--- config.mk ---
export PLATFORM = sky130hd
export DESIGN_NAME = sensor_history_compressor
export DESIGN_NICKNAME = d
export VERILOG_FILES = /design/src/sv/shc_pkg.sv /design/src/sv/shc_ram.sv /design/src/sv/shc_div.sv /design/src/sv/sensor_history_compressor.sv
export VERILOG_INCLUDE_DIRS = /design/src /design/src/sv
export SDC_FILE = /design/constraint.sdc
export NUM_CORES = 2
export LEC_CHECK = 0
export BUFFER_PORTS_ARGS = -buffer_cell sky130_fd_sc_hd__buf_2
export CAP_MARGIN = 40
export CORE_MARGIN = 5
export CORE_UTILIZATION = 55
export CTS_CLUSTER_DIAMETER = 80
export DETAILED_ROUTE_END_ITERATION = 6
export GPL_ROUTABILITY_DRIVEN = 0
export PLACE_DENSITY = 0.76
export SLEW_MARGIN = 10
export SYNTH_ARGS = -nofsm -noshare
export SYNTH_HDL_FRONTEND = slang
export SYNTH_HIERARCHICAL = 1
export SYNTH_SLANG_ARGS = --single-unit
export TNS_END_PERCENT = 5
--- constraint.sdc ---
create_clock -name clk -period 6.3 [get_ports clk]
set_input_delay 1.26 -clock clk [delete_from_list [all_inputs] [get_ports clk]]
set_output_delay 1.26 -clock clk [all_outputs]
set_load 0.02 [all_outputs]
--- src/sv/assert_macros.svh ---
// Assertion macros shared by the RTL of the history compressor.
// Defining NO_ASSERTIONS compiles every use down to nothing.
`ifndef ASSERT_MACROS_SVH
`define ASSERT_MACROS_SVH
`ifndef NO_ASSERTIONS
// Clocked property, disabled while reset is asserted
`define SHC_ASSERT(lbl, clk, rst_n, prop) \
    lbl: assert property (@(posedge clk) disable iff (!rst_n) prop) \
        else $error("property violated");
// Condition that must never be seen at a clock edge
`define SHC_ASSERT_NEVER(lbl, clk, rst_n, cond) \
    lbl: assert property (@(posedge clk) disable iff (!rst_n) !(cond)) \
        else $error("forbidden condition seen");
`else
`define SHC_ASSERT(lbl, clk, rst_n, prop)
`define SHC_ASSERT_NEVER(lbl, clk, rst_n, cond)
`endif
`endif

--- src/sv/shc_pkg.sv ---
// Types, codes and constants of the sensor history compressor.
// No dependencies; used by the top level.
package shc_pkg;

    // One history record as held in the ring memory
    typedef struct packed {
        logic [7:0]         source;
        logic signed [15:0] temp;
        logic signed [15:0] vcc;
        logic [7:0]         minutes;
    } record_t;

    localparam int RECORD_W = $bits(record_t);

    // Request operation codes
    localparam logic [1:0] OP_SAMPLE     = 2'd0;
    localparam logic [1:0] OP_STORE      = 2'd1;
    localparam logic [1:0] OP_ITER_START = 2'd2;
    localparam logic [1:0] OP_ITER_PREV  = 2'd3;

    // Configuration register indexes
    localparam logic [1:0] CFG_ACC  = 2'd0;
    localparam logic [1:0] CFG_TDIV = 2'd1;
    localparam logic [1:0] CFG_VDIV = 2'd2;

    // Merge thresholds and spans in minutes
    localparam logic [15:0] HOUR_TRIGGER       = 16'd120;
    localparam logic [15:0] THREE_HOUR_TRIGGER = 16'd1620;
    localparam logic [15:0] HOUR_SPAN          = 16'd60;
    localparam logic [15:0] THREE_HOUR_SPAN    = 16'd180;

    typedef enum logic [4:0] {
        S_IDLE,
        S_DECODE,
        S_SAMPLE_CHK,
        S_DIV_WAIT,
        S_STORE_WR,
        S_ADD3,
        S_POST,
        S_M_START,
        S_M_ACC,
        S_M_DIV,
        S_M_WR,
        S_M_CP,
        S_M_DONE,
        S_DIFF_RD,
        S_DIFF_MUL,
        S_DIFF_SUB,
        S_IT_DATA,
        S_FINISH
    } state_t;

    // Which division is in flight
    typedef enum logic [2:0] {
        DK_AVG_T,
        DK_AVG_V,
        DK_SCL_T,
        DK_SCL_V,
        DK_MRG_T,
        DK_MRG_V
    } div_kind_t;

    // A zero divisor acts as one
    function automatic logic [7:0] div_or_one(input logic [7:0] d);
        return (d == 8'd0) ? 8'd1 : d;
    endfunction

endpackage

--- src/sv/shc_ram.sv ---
// Generic single-write, single-read synchronous RAM with registered read.
// No dependencies.
module shc_ram #(
    parameter int WIDTH = 48,
    parameter int DEPTH = 64
) (
    input  logic                     clk,
    input  logic                     we,
    input  logic [$clog2(DEPTH)-1:0] waddr,
    input  logic [WIDTH-1:0]         wdata,
    input  logic                     re,
    input  logic [$clog2(DEPTH)-1:0] raddr,
    output logic [WIDTH-1:0]         rdata
);

    logic [WIDTH-1:0] mem_reg [DEPTH];
    logic [WIDTH-1:0] rdata_reg;

    // Write port
    always_ff @(posedge clk)
    begin
        if (we)
        begin
            mem_reg[waddr] <= wdata;
        end
    end

    // Registered read port
    always_ff @(posedge clk)
    begin
        if (re)
        begin
            rdata_reg <= mem_reg[raddr];
        end
    end

    assign rdata = rdata_reg;

endmodule

--- src/sv/shc_div.sv ---
// Radix-2 restoring divider: signed 32-bit dividend by unsigned 16-bit divisor,
// quotient truncated toward zero, one bit per cycle. No dependencies.
module shc_div (
    input  logic               clk,
    input  logic               rst_n,
    input  logic               start,
    input  logic signed [31:0] dividend,
    input  logic [15:0]        divisor,
    output logic               done,
    output logic signed [31:0] quotient
);

    logic        busy_reg, busy_next;
    logic        done_reg, done_next;
    logic [4:0]  step_reg, step_next;
    logic        neg_reg, neg_next;
    logic [31:0] quo_reg, quo_next;
    logic [15:0] rem_reg, rem_next;
    logic [15:0] dvs_reg, dvs_next;
    logic [16:0] rem_sh;
    logic [16:0] rem_sub;

    // One restoring step
    always_comb
    begin
        rem_sh  = {rem_reg, quo_reg[31]};
        rem_sub = rem_sh - {1'b0, dvs_reg};
        busy_next = busy_reg;
        done_next = 1'b0;
        step_next = step_reg;
        neg_next  = neg_reg;
        quo_next  = quo_reg;
        rem_next  = rem_reg;
        dvs_next  = dvs_reg;
        if (start)
        begin
            busy_next = 1'b1;
            step_next = '0;
            neg_next  = dividend[31];
            quo_next  = dividend[31] ? 32'(-dividend) : 32'(dividend);
            rem_next  = '0;
            dvs_next  = divisor;
        end
        else if (busy_reg)
        begin
            if (rem_sh >= {1'b0, dvs_reg})
            begin
                rem_next = rem_sub[15:0];
                quo_next = {quo_reg[30:0], 1'b1};
            end
            else
            begin
                rem_next = rem_sh[15:0];
                quo_next = {quo_reg[30:0], 1'b0};
            end
            step_next = step_reg + 1'b1;
            if (step_reg == 5'd31)
            begin
                busy_next = 1'b0;
                done_next = 1'b1;
            end
        end
    end

    always_ff @(posedge clk or negedge rst_n)
    begin
        if (!rst_n)
        begin
            busy_reg <= 1'b0;
            done_reg <= 1'b0;
            step_reg <= '0;
        end
        else
        begin
            busy_reg <= busy_next;
            done_reg <= done_next;
            step_reg <= step_next;
        end
    end

    // Datapath registers
    always_ff @(posedge clk)
    begin
        neg_reg <= neg_next;
        quo_reg <= quo_next;
        rem_reg <= rem_next;
        dvs_reg <= dvs_next;
    end

    assign done     = done_reg;
    assign quotient = neg_reg ? -$signed(quo_reg) : $signed(quo_reg);

endmodule

--- src/sv/sensor_history_compressor.sv ---
// Sensor history compressor: sequencer around the history ring memory.
// Depends on shc_pkg, shc_ram, shc_div and assert_macros.svh.
//
// Usage:
// - Input channel in_valid/in_stall carries one request (op and fields);
//   output channel out_valid/out_stall returns exactly one result for it.
// - One request is handled at a time; in_stall is high from acceptance until
//   the result is loaded into the output register.
// - Each stored record runs four divisions through the shared serial divider
//   (two for a direct store).
// - A merge reads each record it walks from the ring memory and runs two
//   divisions; a store may trigger two merges. The divider and the single
//   read port of the ring memory set the pace of this work.
// - The output register holds a finished result while out_stall is high; the
//   next request may be accepted meanwhile, and its result waits in the
//   sequencer until the output register is free.
// - Reset empties the history (no clearing pass is needed), loads the
//   configuration defaults and drops out_valid.
// - Configuration is written through cfg_we/cfg_index/cfg_data; the user
//   must do so only while idle, as the block itself does not enforce it.
`include "assert_macros.svh"

module sensor_history_compressor
    import shc_pkg::*;
#(
    parameter int HIST_DEPTH = 64
) (
    input  logic               clk,
    input  logic               rst_n,
    // configuration
    input  logic               cfg_we,
    input  logic [1:0]         cfg_index,
    input  logic [7:0]         cfg_data,
    // request channel
    input  logic               in_valid,
    output logic               in_stall,
    input  logic [1:0]         op,
    input  logic [7:0]         minute_now,
    input  logic signed [15:0] temp,
    input  logic signed [15:0] vcc,
    input  logic [7:0]         record_source,
    input  logic [7:0]         record_minutes,
    // result channel
    output logic               out_valid,
    input  logic               out_stall,
    output logic               stored,
    output logic signed [15:0] diff,
    output logic               entry_valid,
    output logic [7:0]         entry_source,
    output logic signed [15:0] entry_temp,
    output logic signed [15:0] entry_vcc,
    output logic [7:0]         entry_minutes,
    output logic [15:0]        minutes_before
);

    localparam int IDX_W = $clog2(HIST_DEPTH);
    localparam int CNT_W = $clog2(HIST_DEPTH + 1);
    localparam logic [IDX_W-1:0] LAST_IDX = IDX_W'(HIST_DEPTH - 1);

    function automatic logic [IDX_W-1:0] idx_next(input logic [IDX_W-1:0] i);
        return (i == LAST_IDX) ? '0 : IDX_W'(i + 1'b1);
    endfunction

    function automatic logic [IDX_W-1:0] idx_prev(input logic [IDX_W-1:0] i);
        return (i == '0) ? LAST_IDX : IDX_W'(i - 1'b1);
    endfunction

    state_t    state_reg, state_next;
    div_kind_t kind_reg, kind_next;

    // captured request
    logic [1:0]         op_reg;
    logic [7:0]         now_reg;
    logic signed [15:0] tin_reg;
    logic signed [15:0] vin_reg;
    logic [7:0]         rsrc_reg;
    logic [7:0]         rmin_reg;

    // configuration
    logic [7:0] acc_reg, tdiv_reg, vdiv_reg;

    // block state
    logic [IDX_W-1:0] head_reg, head_next;
    logic [IDX_W-1:0] tail_reg, tail_next;
    logic [31:0]      tsum_reg, tsum_next;
    logic [31:0]      vsum_reg, vsum_next;
    logic [15:0]      scount_reg, scount_next;
    logic [7:0]       last_min_reg, last_min_next;
    logic [15:0]      msh_reg, msh_next;
    logic [15:0]      ms3_reg, ms3_next;
    logic [IDX_W-1:0] hidx_reg, hidx_next;
    logic [IDX_W-1:0] h3idx_reg, h3idx_next;
    logic [IDX_W-1:0] it_idx_reg, it_idx_next;
    logic [15:0]      it_min_reg, it_min_next;

    // record being stored
    logic [7:0]         rec_src_reg, rec_src_next;
    logic signed [15:0] rec_t_reg, rec_t_next;
    logic signed [15:0] rec_v_reg, rec_v_next;
    logic [7:0]         rec_min_reg, rec_min_next;

    // merge walk
    logic             m_three_reg, m_three_next;
    logic [IDX_W-1:0] m_src_reg, m_src_next;
    logic [IDX_W-1:0] m_dst_reg, m_dst_next;
    logic [15:0]      m_mins_reg, m_mins_next;
    logic [31:0]      m_at_reg, m_at_next;
    logic [31:0]      m_av_reg, m_av_next;
    logic [CNT_W-1:0] m_cnt_reg, m_cnt_next;
    logic [7:0]       m_source_reg, m_source_next;

    logic [15:0] prod_reg, prod_next;

    // pending result
    logic               res_stored_reg, res_stored_next;
    logic [15:0]        res_diff_reg, res_diff_next;
    logic               res_ev_reg, res_ev_next;
    logic [7:0]         res_src_reg, res_src_next;
    logic [15:0]        res_t_reg, res_t_next;
    logic [15:0]        res_v_reg, res_v_next;
    logic [7:0]         res_min_reg, res_min_next;
    logic [15:0]        res_mb_reg, res_mb_next;

    // output register
    logic               out_valid_reg, out_valid_next;
    logic               o_stored_reg;
    logic [15:0]        o_diff_reg;
    logic               o_ev_reg;
    logic [7:0]         o_src_reg;
    logic [15:0]        o_t_reg;
    logic [15:0]        o_v_reg;
    logic [7:0]         o_min_reg;
    logic [15:0]        o_mb_reg;

    logic in_accept;
    logic load_out;

    // memory and divider hookup
    logic                ram_we;
    logic [IDX_W-1:0]    ram_waddr;
    record_t             ram_wdata;
    logic                ram_re;
    logic [IDX_W-1:0]    ram_raddr;
    logic [RECORD_W-1:0] ram_rdata_raw;
    record_t             ram_rdata;

    logic               div_start;
    logic signed [31:0] div_dividend;
    logic [15:0]        div_divisor;
    logic               div_done;
    logic signed [31:0] div_quot;

    // scratch values
    logic [7:0]         elapsed;
    logic [7:0]         tdiv_eff;
    logic [7:0]         vdiv_eff;
    logic [15:0]        sum16;
    logic [15:0]        limit;
    logic [IDX_W-1:0]   idx_tmp;
    logic signed [24:0] prod_full;

    assign ram_rdata = ram_rdata_raw;
    assign elapsed   = now_reg - last_min_reg;
    assign tdiv_eff  = div_or_one(tdiv_reg);
    assign vdiv_eff  = div_or_one(vdiv_reg);
    assign in_accept = in_valid && !in_stall;
    assign in_stall  = (state_reg != S_IDLE);
    assign prod_full = ram_rdata.temp * $signed({1'b0, tdiv_eff});

    shc_ram #(
        .WIDTH (RECORD_W),
        .DEPTH (HIST_DEPTH)
    ) u_ram (
        .clk   (clk),
        .we    (ram_we),
        .waddr (ram_waddr),
        .wdata (ram_wdata),
        .re    (ram_re),
        .raddr (ram_raddr),
        .rdata (ram_rdata_raw)
    );

    shc_div u_div (
        .clk      (clk),
        .rst_n    (rst_n),
        .start    (div_start),
        .dividend (div_dividend),
        .divisor  (div_divisor),
        .done     (div_done),
        .quotient (div_quot)
    );

    // Sequencer: next state, datapath updates, memory and divider control
    always_comb
    begin
        state_next    = state_reg;
        kind_next     = kind_reg;
        head_next     = head_reg;
        tail_next     = tail_reg;
        tsum_next     = tsum_reg;
        vsum_next     = vsum_reg;
        scount_next   = scount_reg;
        last_min_next = last_min_reg;
        msh_next      = msh_reg;
        ms3_next      = ms3_reg;
        hidx_next     = hidx_reg;
        h3idx_next    = h3idx_reg;
        it_idx_next   = it_idx_reg;
        it_min_next   = it_min_reg;
        rec_src_next  = rec_src_reg;
        rec_t_next    = rec_t_reg;
        rec_v_next    = rec_v_reg;
        rec_min_next  = rec_min_reg;
        m_three_next  = m_three_reg;
        m_src_next    = m_src_reg;
        m_dst_next    = m_dst_reg;
        m_mins_next   = m_mins_reg;
        m_at_next     = m_at_reg;
        m_av_next     = m_av_reg;
        m_cnt_next    = m_cnt_reg;
        m_source_next = m_source_reg;
        prod_next     = prod_reg;
        res_stored_next = res_stored_reg;
        res_diff_next   = res_diff_reg;
        res_ev_next     = res_ev_reg;
        res_src_next    = res_src_reg;
        res_t_next      = res_t_reg;
        res_v_next      = res_v_reg;
        res_min_next    = res_min_reg;
        res_mb_next     = res_mb_reg;
        load_out     = 1'b0;
        ram_we       = 1'b0;
        ram_waddr    = m_dst_reg;
        ram_wdata    = ram_rdata;
        ram_re       = 1'b0;
        ram_raddr    = m_src_reg;
        div_start    = 1'b0;
        div_dividend = $signed(tsum_reg);
        div_divisor  = scount_reg;
        sum16        = '0;
        limit        = HOUR_SPAN;
        idx_tmp      = '0;

        case (state_reg)
            S_IDLE:
            begin
                if (in_valid)
                begin
                    res_stored_next = 1'b0;
                    res_diff_next   = '0;
                    res_ev_next     = 1'b0;
                    res_src_next    = '0;
                    res_t_next      = '0;
                    res_v_next      = '0;
                    res_min_next    = '0;
                    res_mb_next     = '0;
                    state_next      = S_DECODE;
                end
            end

            S_DECODE:
            begin
                case (op_reg)
                    OP_SAMPLE:
                    begin
                        if (scount_reg != 16'hFFFF)
                        begin
                            scount_next = scount_reg + 16'd1;
                        end
                        tsum_next  = tsum_reg + {{16{tin_reg[15]}}, tin_reg};
                        vsum_next  = vsum_reg + {{16{vin_reg[15]}}, vin_reg};
                        state_next = S_SAMPLE_CHK;
                    end
                    OP_STORE:
                    begin
                        rec_src_next = rsrc_reg;
                        rec_t_next   = tin_reg;
                        rec_v_next   = vin_reg;
                        rec_min_next = rmin_reg;
                        div_start    = 1'b1;
                        div_dividend = 32'(tin_reg);
                        div_divisor  = {8'd0, tdiv_eff};
                        kind_next    = DK_SCL_T;
                        state_next   = S_DIV_WAIT;
                    end
                    OP_ITER_START:
                    begin
                        it_idx_next = head_reg;
                        it_min_next = {8'd0, elapsed};
                        res_mb_next = {8'd0, elapsed};
                        state_next  = S_FINISH;
                    end
                    OP_ITER_PREV:
                    begin
                        idx_tmp     = idx_prev(it_idx_reg);
                        it_idx_next = idx_tmp;
                        if (idx_tmp != tail_reg)
                        begin
                            ram_re     = 1'b1;
                            ram_raddr  = idx_tmp;
                            state_next = S_IT_DATA;
                        end
                        else
                        begin
                            res_mb_next = it_min_reg;
                            state_next  = S_FINISH;
                        end
                    end
                    default:
                    begin
                        state_next = S_FINISH;
                    end
                endcase
            end

            // Store an average once enough minutes have passed
            S_SAMPLE_CHK:
            begin
                if (elapsed >= acc_reg)
                begin
                    rec_src_next = 8'd1;
                    rec_min_next = elapsed;
                    div_start    = 1'b1;
                    div_dividend = $signed(tsum_reg);
                    div_divisor  = scount_reg;
                    kind_next    = DK_AVG_T;
                    state_next   = S_DIV_WAIT;
                end
                else
                begin
                    state_next = S_DIFF_RD;
                end
            end

            // Collect a quotient and chain the next division, or move on after the last
            S_DIV_WAIT:
            begin
                if (div_done)
                begin
                    case (kind_reg)
                        DK_AVG_T:
                        begin
                            rec_t_next   = div_quot[15:0];
                            div_start    = 1'b1;
                            div_dividend = $signed(vsum_reg);
                            div_divisor  = scount_reg;
                            kind_next    = DK_AVG_V;
                        end
                        DK_AVG_V:
                        begin
                            rec_v_next      = div_quot[15:0];
                            last_min_next   = now_reg;
                            tsum_next       = '0;
                            vsum_next       = '0;
                            scount_next     = '0;
                            res_stored_next = 1'b1;
                            div_start       = 1'b1;
                            div_dividend    = 32'(rec_t_reg);
                            div_divisor     = {8'd0, tdiv_eff};
                            kind_next       = DK_SCL_T;
                        end
                        DK_SCL_T:
                        begin
                            rec_t_next   = div_quot[15:0];
                            div_start    = 1'b1;
                            div_dividend = 32'(rec_v_reg);
                            div_divisor  = {8'd0, vdiv_eff};
                            kind_next    = DK_SCL_V;
                        end
                        DK_SCL_V:
                        begin
                            rec_v_next = div_quot[15:0];
                            state_next = S_STORE_WR;
                        end
                        DK_MRG_T:
                        begin
                            rec_t_next   = div_quot[15:0];
                            div_start    = 1'b1;
                            div_dividend = $signed(m_av_reg);
                            div_divisor  = 16'(m_cnt_reg);
                            kind_next    = DK_MRG_V;
                        end
                        DK_MRG_V:
                        begin
                            rec_v_next = div_quot[15:0];
                            state_next = S_M_WR;
                        end
                        default:
                        begin
                            state_next = S_FINISH;
                        end
                    endcase
                end
            end

            // Write the new record at the head
            S_STORE_WR:
            begin
                ram_we    = 1'b1;
                ram_waddr = head_reg;
                ram_wdata = '{source: rec_src_reg, temp: rec_t_reg,
                              vcc: rec_v_reg, minutes: rec_min_reg};
                if (tail_reg == head_reg)
                begin
                    tail_next = idx_next(tail_reg);
                end
                head_next = idx_next(head_reg);
                sum16     = msh_reg + {8'd0, rec_min_reg};
                msh_next  = sum16;
                if (sum16 > HOUR_TRIGGER)
                begin
                    m_three_next = 1'b0;
                    state_next   = S_M_START;
                end
                else
                begin
                    state_next = S_ADD3;
                end
            end

            S_ADD3:
            begin
                sum16    = ms3_reg + {8'd0, rec_min_reg};
                ms3_next = sum16;
                if (sum16 > THREE_HOUR_TRIGGER)
                begin
                    m_three_next = 1'b1;
                    state_next   = S_M_START;
                end
                else
                begin
                    state_next = S_POST;
                end
            end

            S_POST:
            begin
                state_next = (op_reg == OP_SAMPLE) ? S_DIFF_RD : S_FINISH;
            end

            // Merge: start the walk at the merge index
            S_M_START:
            begin
                idx_tmp     = m_three_reg ? h3idx_reg : hidx_reg;
                m_src_next  = idx_tmp;
                m_dst_next  = idx_tmp;
                m_mins_next = '0;
                m_at_next   = '0;
                m_av_next   = '0;
                m_cnt_next  = '0;
                ram_re      = 1'b1;
                ram_raddr   = idx_tmp;
                state_next  = S_M_ACC;
            end

            // Merge: sum records until the span is covered or the head is reached
            S_M_ACC:
            begin
                sum16       = m_mins_reg + {8'd0, ram_rdata.minutes};
                m_mins_next = sum16;
                m_at_next   = m_at_reg + {{16{ram_rdata.temp[15]}}, ram_rdata.temp};
                m_av_next   = m_av_reg + {{16{ram_rdata.vcc[15]}}, ram_rdata.vcc};
                m_cnt_next  = CNT_W'(m_cnt_reg + 1'b1);
                if (m_cnt_reg == '0)
                begin
                    m_source_next = ram_rdata.source;
                end
                idx_tmp    = idx_next(m_src_reg);
                m_src_next = idx_tmp;
                limit      = m_three_reg ? THREE_HOUR_SPAN : HOUR_SPAN;
                if ((idx_tmp != head_reg) && (sum16 < limit))
                begin
                    ram_re    = 1'b1;
                    ram_raddr = idx_tmp;
                end
                else
                begin
                    state_next = S_M_DIV;
                end
            end

            S_M_DIV:
            begin
                div_start    = 1'b1;
                div_dividend = $signed(m_at_reg);
                div_divisor  = 16'(m_cnt_reg);
                kind_next    = DK_MRG_T;
                state_next   = S_DIV_WAIT;
            end

            // Merge: write the averaged record, then compact the rest, if any
            S_M_WR:
            begin
                ram_we    = 1'b1;
                ram_waddr = m_dst_reg;
                ram_wdata = '{source: m_source_reg, temp: rec_t_reg,
                              vcc: rec_v_reg, minutes: m_mins_reg[7:0]};
                idx_tmp    = idx_next(m_dst_reg);
                m_dst_next = idx_tmp;
                if (m_three_reg)
                begin
                    h3idx_next = idx_tmp;
                end
                else
                begin
                    hidx_next = idx_tmp;
                end
                m_mins_next = '0;
                if (m_src_reg != head_reg)
                begin
                    ram_re     = 1'b1;
                    ram_raddr  = m_src_reg;
                    state_next = S_M_CP;
                end
                else
                begin
                    state_next = S_M_DONE;
                end
            end

            // Compaction: move one record down per cycle
            S_M_CP:
            begin
                ram_we      = 1'b1;
                ram_waddr   = m_dst_reg;
                ram_wdata   = ram_rdata;
                m_mins_next = m_mins_reg + {8'd0, ram_rdata.minutes};
                if (m_three_reg && (m_src_reg == hidx_reg))
                begin
                    hidx_next = m_dst_reg;
                end
                idx_tmp    = idx_next(m_src_reg);
                m_src_next = idx_tmp;
                m_dst_next = idx_next(m_dst_reg);
                if (idx_tmp != head_reg)
                begin
                    ram_re    = 1'b1;
                    ram_raddr = idx_tmp;
                end
                else
                begin
                    state_next = S_M_DONE;
                end
            end

            S_M_DONE:
            begin
                head_next = m_dst_reg;
                if (m_three_reg)
                begin
                    ms3_next   = m_mins_reg;
                    state_next = S_POST;
                end
                else
                begin
                    msh_next   = m_mins_reg;
                    state_next = S_ADD3;
                end
            end

            // Difference against the newest record
            S_DIFF_RD:
            begin
                idx_tmp = idx_prev(head_reg);
                if (idx_tmp != tail_reg)
                begin
                    ram_re     = 1'b1;
                    ram_raddr  = idx_tmp;
                    state_next = S_DIFF_MUL;
                end
                else
                begin
                    state_next = S_FINISH;
                end
            end

            S_DIFF_MUL:
            begin
                prod_next  = prod_full[15:0];
                state_next = S_DIFF_SUB;
            end

            S_DIFF_SUB:
            begin
                res_diff_next = tin_reg - prod_reg;
                state_next    = S_FINISH;
            end

            // Iterator reached a record
            S_IT_DATA:
            begin
                sum16        = it_min_reg + {8'd0, ram_rdata.minutes};
                it_min_next  = sum16;
                res_ev_next  = 1'b1;
                res_src_next = ram_rdata.source;
                res_t_next   = ram_rdata.temp;
                res_v_next   = ram_rdata.vcc;
                res_min_next = ram_rdata.minutes;
                res_mb_next  = sum16;
                state_next   = S_FINISH;
            end

            S_FINISH:
            begin
                if (!out_valid_reg || !out_stall)
                begin
                    load_out   = 1'b1;
                    state_next = S_IDLE;
                end
            end

            default:
            begin
                state_next = S_IDLE;
            end
        endcase
    end

    // Output valid
    always_comb
    begin
        out_valid_next = out_valid_reg;
        if (out_valid_reg && !out_stall)
        begin
            out_valid_next = 1'b0;
        end
        if (load_out)
        begin
            out_valid_next = 1'b1;
        end
    end

    // Control and block state
    always_ff @(posedge clk or negedge rst_n)
    begin
        if (!rst_n)
        begin
            state_reg     <= S_IDLE;
            kind_reg      <= DK_AVG_T;
            acc_reg       <= 8'd5;
            tdiv_reg      <= 8'd1;
            vdiv_reg      <= 8'd1;
            head_reg      <= '0;
            tail_reg      <= LAST_IDX;
            tsum_reg      <= '0;
            vsum_reg      <= '0;
            scount_reg    <= '0;
            last_min_reg  <= '0;
            msh_reg       <= '0;
            ms3_reg       <= '0;
            hidx_reg      <= '0;
            h3idx_reg     <= '0;
            it_idx_reg    <= '0;
            it_min_reg    <= '0;
            m_three_reg   <= 1'b0;
            out_valid_reg <= 1'b0;
        end
        else
        begin
            state_reg     <= state_next;
            kind_reg      <= kind_next;
            head_reg      <= head_next;
            tail_reg      <= tail_next;
            tsum_reg      <= tsum_next;
            vsum_reg      <= vsum_next;
            scount_reg    <= scount_next;
            last_min_reg  <= last_min_next;
            msh_reg       <= msh_next;
            ms3_reg       <= ms3_next;
            hidx_reg      <= hidx_next;
            h3idx_reg     <= h3idx_next;
            it_idx_reg    <= it_idx_next;
            it_min_reg    <= it_min_next;
            m_three_reg   <= m_three_next;
            out_valid_reg <= out_valid_next;
            if (cfg_we)
            begin
                case (cfg_index)
                    CFG_ACC:  acc_reg  <= cfg_data;
                    CFG_TDIV: tdiv_reg <= cfg_data;
                    CFG_VDIV: vdiv_reg <= cfg_data;
                    default:  ;
                endcase
            end
        end
    end

    // Payload registers
    always_ff @(posedge clk)
    begin
        if (in_accept)
        begin
            op_reg   <= op;
            now_reg  <= minute_now;
            tin_reg  <= temp;
            vin_reg  <= vcc;
            rsrc_reg <= record_source;
            rmin_reg <= record_minutes;
        end
        rec_src_reg    <= rec_src_next;
        rec_t_reg      <= rec_t_next;
        rec_v_reg      <= rec_v_next;
        rec_min_reg    <= rec_min_next;
        m_src_reg      <= m_src_next;
        m_dst_reg      <= m_dst_next;
        m_mins_reg     <= m_mins_next;
        m_at_reg       <= m_at_next;
        m_av_reg       <= m_av_next;
        m_cnt_reg      <= m_cnt_next;
        m_source_reg   <= m_source_next;
        prod_reg       <= prod_next;
        res_stored_reg <= res_stored_next;
        res_diff_reg   <= res_diff_next;
        res_ev_reg     <= res_ev_next;
        res_src_reg    <= res_src_next;
        res_t_reg      <= res_t_next;
        res_v_reg      <= res_v_next;
        res_min_reg    <= res_min_next;
        res_mb_reg     <= res_mb_next;
        if (load_out)
        begin
            o_stored_reg <= res_stored_reg;
            o_diff_reg   <= res_diff_reg;
            o_ev_reg     <= res_ev_reg;
            o_src_reg    <= res_src_reg;
            o_t_reg      <= res_t_reg;
            o_v_reg      <= res_v_reg;
            o_min_reg    <= res_min_reg;
            o_mb_reg     <= res_mb_reg;
        end
    end

    assign out_valid      = out_valid_reg;
    assign stored         = o_stored_reg;
    assign diff           = o_diff_reg;
    assign entry_valid    = o_ev_reg;
    assign entry_source   = o_src_reg;
    assign entry_temp     = o_t_reg;
    assign entry_vcc      = o_v_reg;
    assign entry_minutes  = o_min_reg;
    assign minutes_before = o_mb_reg;

    // Checks
    `SHC_ASSERT(a_idle_head_stable, clk, rst_n, (state_reg == S_IDLE) |=> $stable(head_reg))
    `SHC_ASSERT(a_div_done_in_wait, clk, rst_n, div_done |-> (state_reg == S_DIV_WAIT))
    `SHC_ASSERT(a_out_from_finish, clk, rst_n, $rose(out_valid_reg) |-> $past(state_reg == S_FINISH))
    `SHC_ASSERT_NEVER(a_no_write_idle, clk, rst_n, ram_we && (state_reg == S_IDLE))

endmodule
==> metrics <==
ratio of cells with drive above 1 in the final layout 20.76%; leakage power total 50.14 nW; final hold viol count 0; number of design rule violations left after detail routing 4; required time of the critical path 6.94 ns; Post-DRT Antenna Nets 0; Die Outline Area 303400 um2; Post-CTS Setup Inserts 0; vias 96580; wire length after detailed routing 457.0 mm; actual transition at the worst max-transition pin 1.033 ns; final cycle utilization of the critical path 98.80%; final core occ 62.64%; number of primary I/O pins 157; Global Route Usage Sum 29.70%; Reg power frac 51.0%; number of buffers created by CTS 371; Mapped Area 160900 um2; number of slew-limit violations in the final report 0; area growth from synthesis to final layout 13.36%; number of cells in the finished layout apart from fillers 14290; Die Height 550.8 um; vias per cell 6.757; post-route setup slack 0.07587 ns; clock skew after layout 0.08767 ns; sum of negative setup slack 0 ns; number of max-capacitance violations reported 0; via count of the first global-routing pass 96350; horizontal die dimension 550.8 um; worst max-slew margin expressed relative to the limit 31.15%; maximum level of the CTS H-tree 5; worst-skew pair later-pin latency 0.93 ns; Cells after DPL 13600; number of buffers inserted by port buffering 156; maximum ir drop on the vdd rail 563.1 uV; clock root buffer master sky130_fd_sc_hd__clkbuf_16; endpoint type of the worst setup path flop; maximum clock frequency 160.7 MHz; largest driver fanout on the critical path 26; combinational cell fraction of total power 7.8%; post-synthesis net count 9994; Clk network pwr share 41.3%; HPWL after detailed placement 277.2 mm; power density over cell area 295.0 nW/um2; class of the tightest hold or removal check flop to flop; number of buffers inserted for hold repair after clock tree synthesis 0; number of buffers between clock root and the deepest sink 4; Syn Inst Count 9602; Syn Area/Cell 16.75 um2; sum of overflow across all layers after global routing 0; status complete, but fails checks; maximum number of pins on one net before global-route repair 120; internal power contribution 0.04181 W; area of the core 291100 um2; violated checks DRC; count of endpoints failing setup in the final report 0; Switching Share 22.29%; Tmin final 6.224 ns; flip-flop count of the largest register after layout 3072; startpoint-to-endpoint class of the critical path flop to flop; FP Rows 198; fin nets 10470; wire length per cell 31.98 um; Setup WS pre-CTS 0.1054 ns; first-iteration detailed-routing DRC count 15230; first-pass GRT wire length 660.7 mm; CTS tree yes; worst hold slack across all endpoints 0.3869 ns; clk sinks 3785; arrival time at the worst endpoint 6.86 ns; Warnings, synthesis 6; NetSw 0.01199 W; clock transition time at the flip-flop clock pins of the worst setup and hold paths 0.07 ns; first-pass iteration count of the detailed router 7; initial antenna violation count 25; starting density of the core 55.26%; kind of start point of the critical path flop; Resized cells post-CTS 0
[final cells by class]
type                       count  area, um2
clock buffer                 433       9672
clock inverter               246       2394
sequential                  3785     112500
multi-input combinational   5090      45930
antenna                       10      25.02
inverter                     219      822.0
fill                       19260     108700
tap                         3900       4880
timing repair buffer         610       6150
[critical path, stage by stage (launching register included)]
cell and delay [ns]:
sky130_fd_sc_hd__edfxtp_1 0.44, sky130_fd_sc_hd__ha_1 0.32, sky130_fd_sc_hd__a21o_1 0.20, sky130_fd_sc_hd__a21oi_2 0.19, sky130_fd_sc_hd__o21ai_1 0.15, sky130_fd_sc_hd__a21o_1 0.23, sky130_fd_sc_hd__a21oi_1 0.21, sky130_fd_sc_hd__xnor2_1 0.18
sky130_fd_sc_hd__ha_1 0.27, sky130_fd_sc_hd__o21ai_0 0.08, sky130_fd_sc_hd__and4_1 0.26, sky130_fd_sc_hd__a22oi_1 0.11, sky130_fd_sc_hd__buf_4 0.24, sky130_fd_sc_hd__o21ai_1 0.14, sky130_fd_sc_hd__a21oi_1 0.13, sky130_fd_sc_hd__a41oi_4 0.25
sky130_fd_sc_hd__buf_12 0.26, sky130_fd_sc_hd__buf_16 0.31, sky130_fd_sc_hd__buf_16 0.24, sky130_fd_sc_hd__buf_6 0.23, sky130_fd_sc_hd__mux4_2 0.32, sky130_fd_sc_hd__a22oi_1 0.34, sky130_fd_sc_hd__nand4_1 0.45, sky130_fd_sc_hd__and3_1 0.36
[power by group through the flow]
stage          logic [W]  registers, W  clock network, W
2_1_floorplan    0.00306        0.0279                 0
3_3_place_gp     0.00398        0.0279                 0
3_5_place_dp     0.00410        0.0279                 0
4_1_cts          0.00416        0.0274            0.0223
5_1_grt          0.00470        0.0274            0.0235
6_report         0.00417        0.0274            0.0222
[placed cells by master, fill, tap and decap left out, types with 37 or more instances in the layout]
cell / n
sky130_fd_sc_hd__a211oi_1: 64
sky130_fd_sc_hd__a21o_1: 98
sky130_fd_sc_hd__a21oi_1: 281
sky130_fd_sc_hd__a221oi_1: 47
sky130_fd_sc_hd__a22oi_1: 127
sky130_fd_sc_hd__and2_1: 119
sky130_fd_sc_hd__and3_1: 61
sky130_fd_sc_hd__buf_12: 126
sky130_fd_sc_hd__buf_2: 160
sky130_fd_sc_hd__buf_4: 295
sky130_fd_sc_hd__bufinv_16: 37
sky130_fd_sc_hd__clkbuf_1: 51
sky130_fd_sc_hd__clkbuf_16: 379
sky130_fd_sc_hd__clkinv_1: 86
sky130_fd_sc_hd__clkinv_2: 76
sky130_fd_sc_hd__dfrtp_1: 197
sky130_fd_sc_hd__edfxtp_1: 3562
sky130_fd_sc_hd__fa_1: 71
sky130_fd_sc_hd__ha_1: 248
sky130_fd_sc_hd__inv_1: 215
sky130_fd_sc_hd__mux2_2: 106
sky130_fd_sc_hd__mux2i_1: 231
sky130_fd_sc_hd__mux4_2: 672
sky130_fd_sc_hd__nand2_1: 710
sky130_fd_sc_hd__nand2_2: 48
sky130_fd_sc_hd__nand2b_1: 54
sky130_fd_sc_hd__nand3_1: 195
sky130_fd_sc_hd__nand4_1: 86
sky130_fd_sc_hd__nor2_1: 354
sky130_fd_sc_hd__nor2_4: 67
sky130_fd_sc_hd__nor2b_1: 57
sky130_fd_sc_hd__nor3_1: 59
sky130_fd_sc_hd__o21ai_0: 256
sky130_fd_sc_hd__o21ai_1: 49
sky130_fd_sc_hd__o221ai_1: 45
sky130_fd_sc_hd__o22ai_1: 138
sky130_fd_sc_hd__xnor2_1: 157
sky130_fd_sc_hd__xor2_1: 148
[worst paths after layout]
check                      slack (ns)                   endpoint  cells past startpoint                        start
min in group asynchronous        0.45     msh_reg[4]$_DFFE_PN0P_                      1                        rst_n
max in group asynchronous        4.39   tsum_reg[24]$_DFFE_PN0P_                      2                        rst_n
setup reg to reg                 0.08  u_ram/rdata[35]$_DFFE_PP_                     23  m_mins_reg[1]$_SDFFCE_PN0P_
hold reg to reg                  0.39   entry_temp[10]$_DFFE_PP_                      0  res_t_reg[10]$_SDFFCE_PN0P_
setup / recovery                 0.08  u_ram/rdata[35]$_DFFE_PP_                     23  m_mins_reg[1]$_SDFFCE_PN0P_
hold / removal                   0.39   entry_temp[10]$_DFFE_PP_                      0  res_t_reg[10]$_SDFFCE_PN0P_
[per-stage QoR]
step | power (W) | cell area [um2]
6_report | 0.05380 | 182300
4_1_cts | 0.05390 | 182100
3_5_place_dp | 0.03205 | 170000
3_3_place_gp | 0.03193 | 168700
2_1_floorplan | 0.03101 | 160900
5_1_grt | 0.05561 | 182300
[metal layers]
layer | part of all wire (%) | GRT usage (%) | up-vias
met4 | 5.2 | 12.56 | 16
met5 | 0.021 | 0 | -
li1 | - | - | 38940
met1 | 34 | 39.57 | 48670
met2 | 47 | 47.15 | 7507
met3 | 13 | 7.518 | 1446
(Power assumes the default switching activity.)
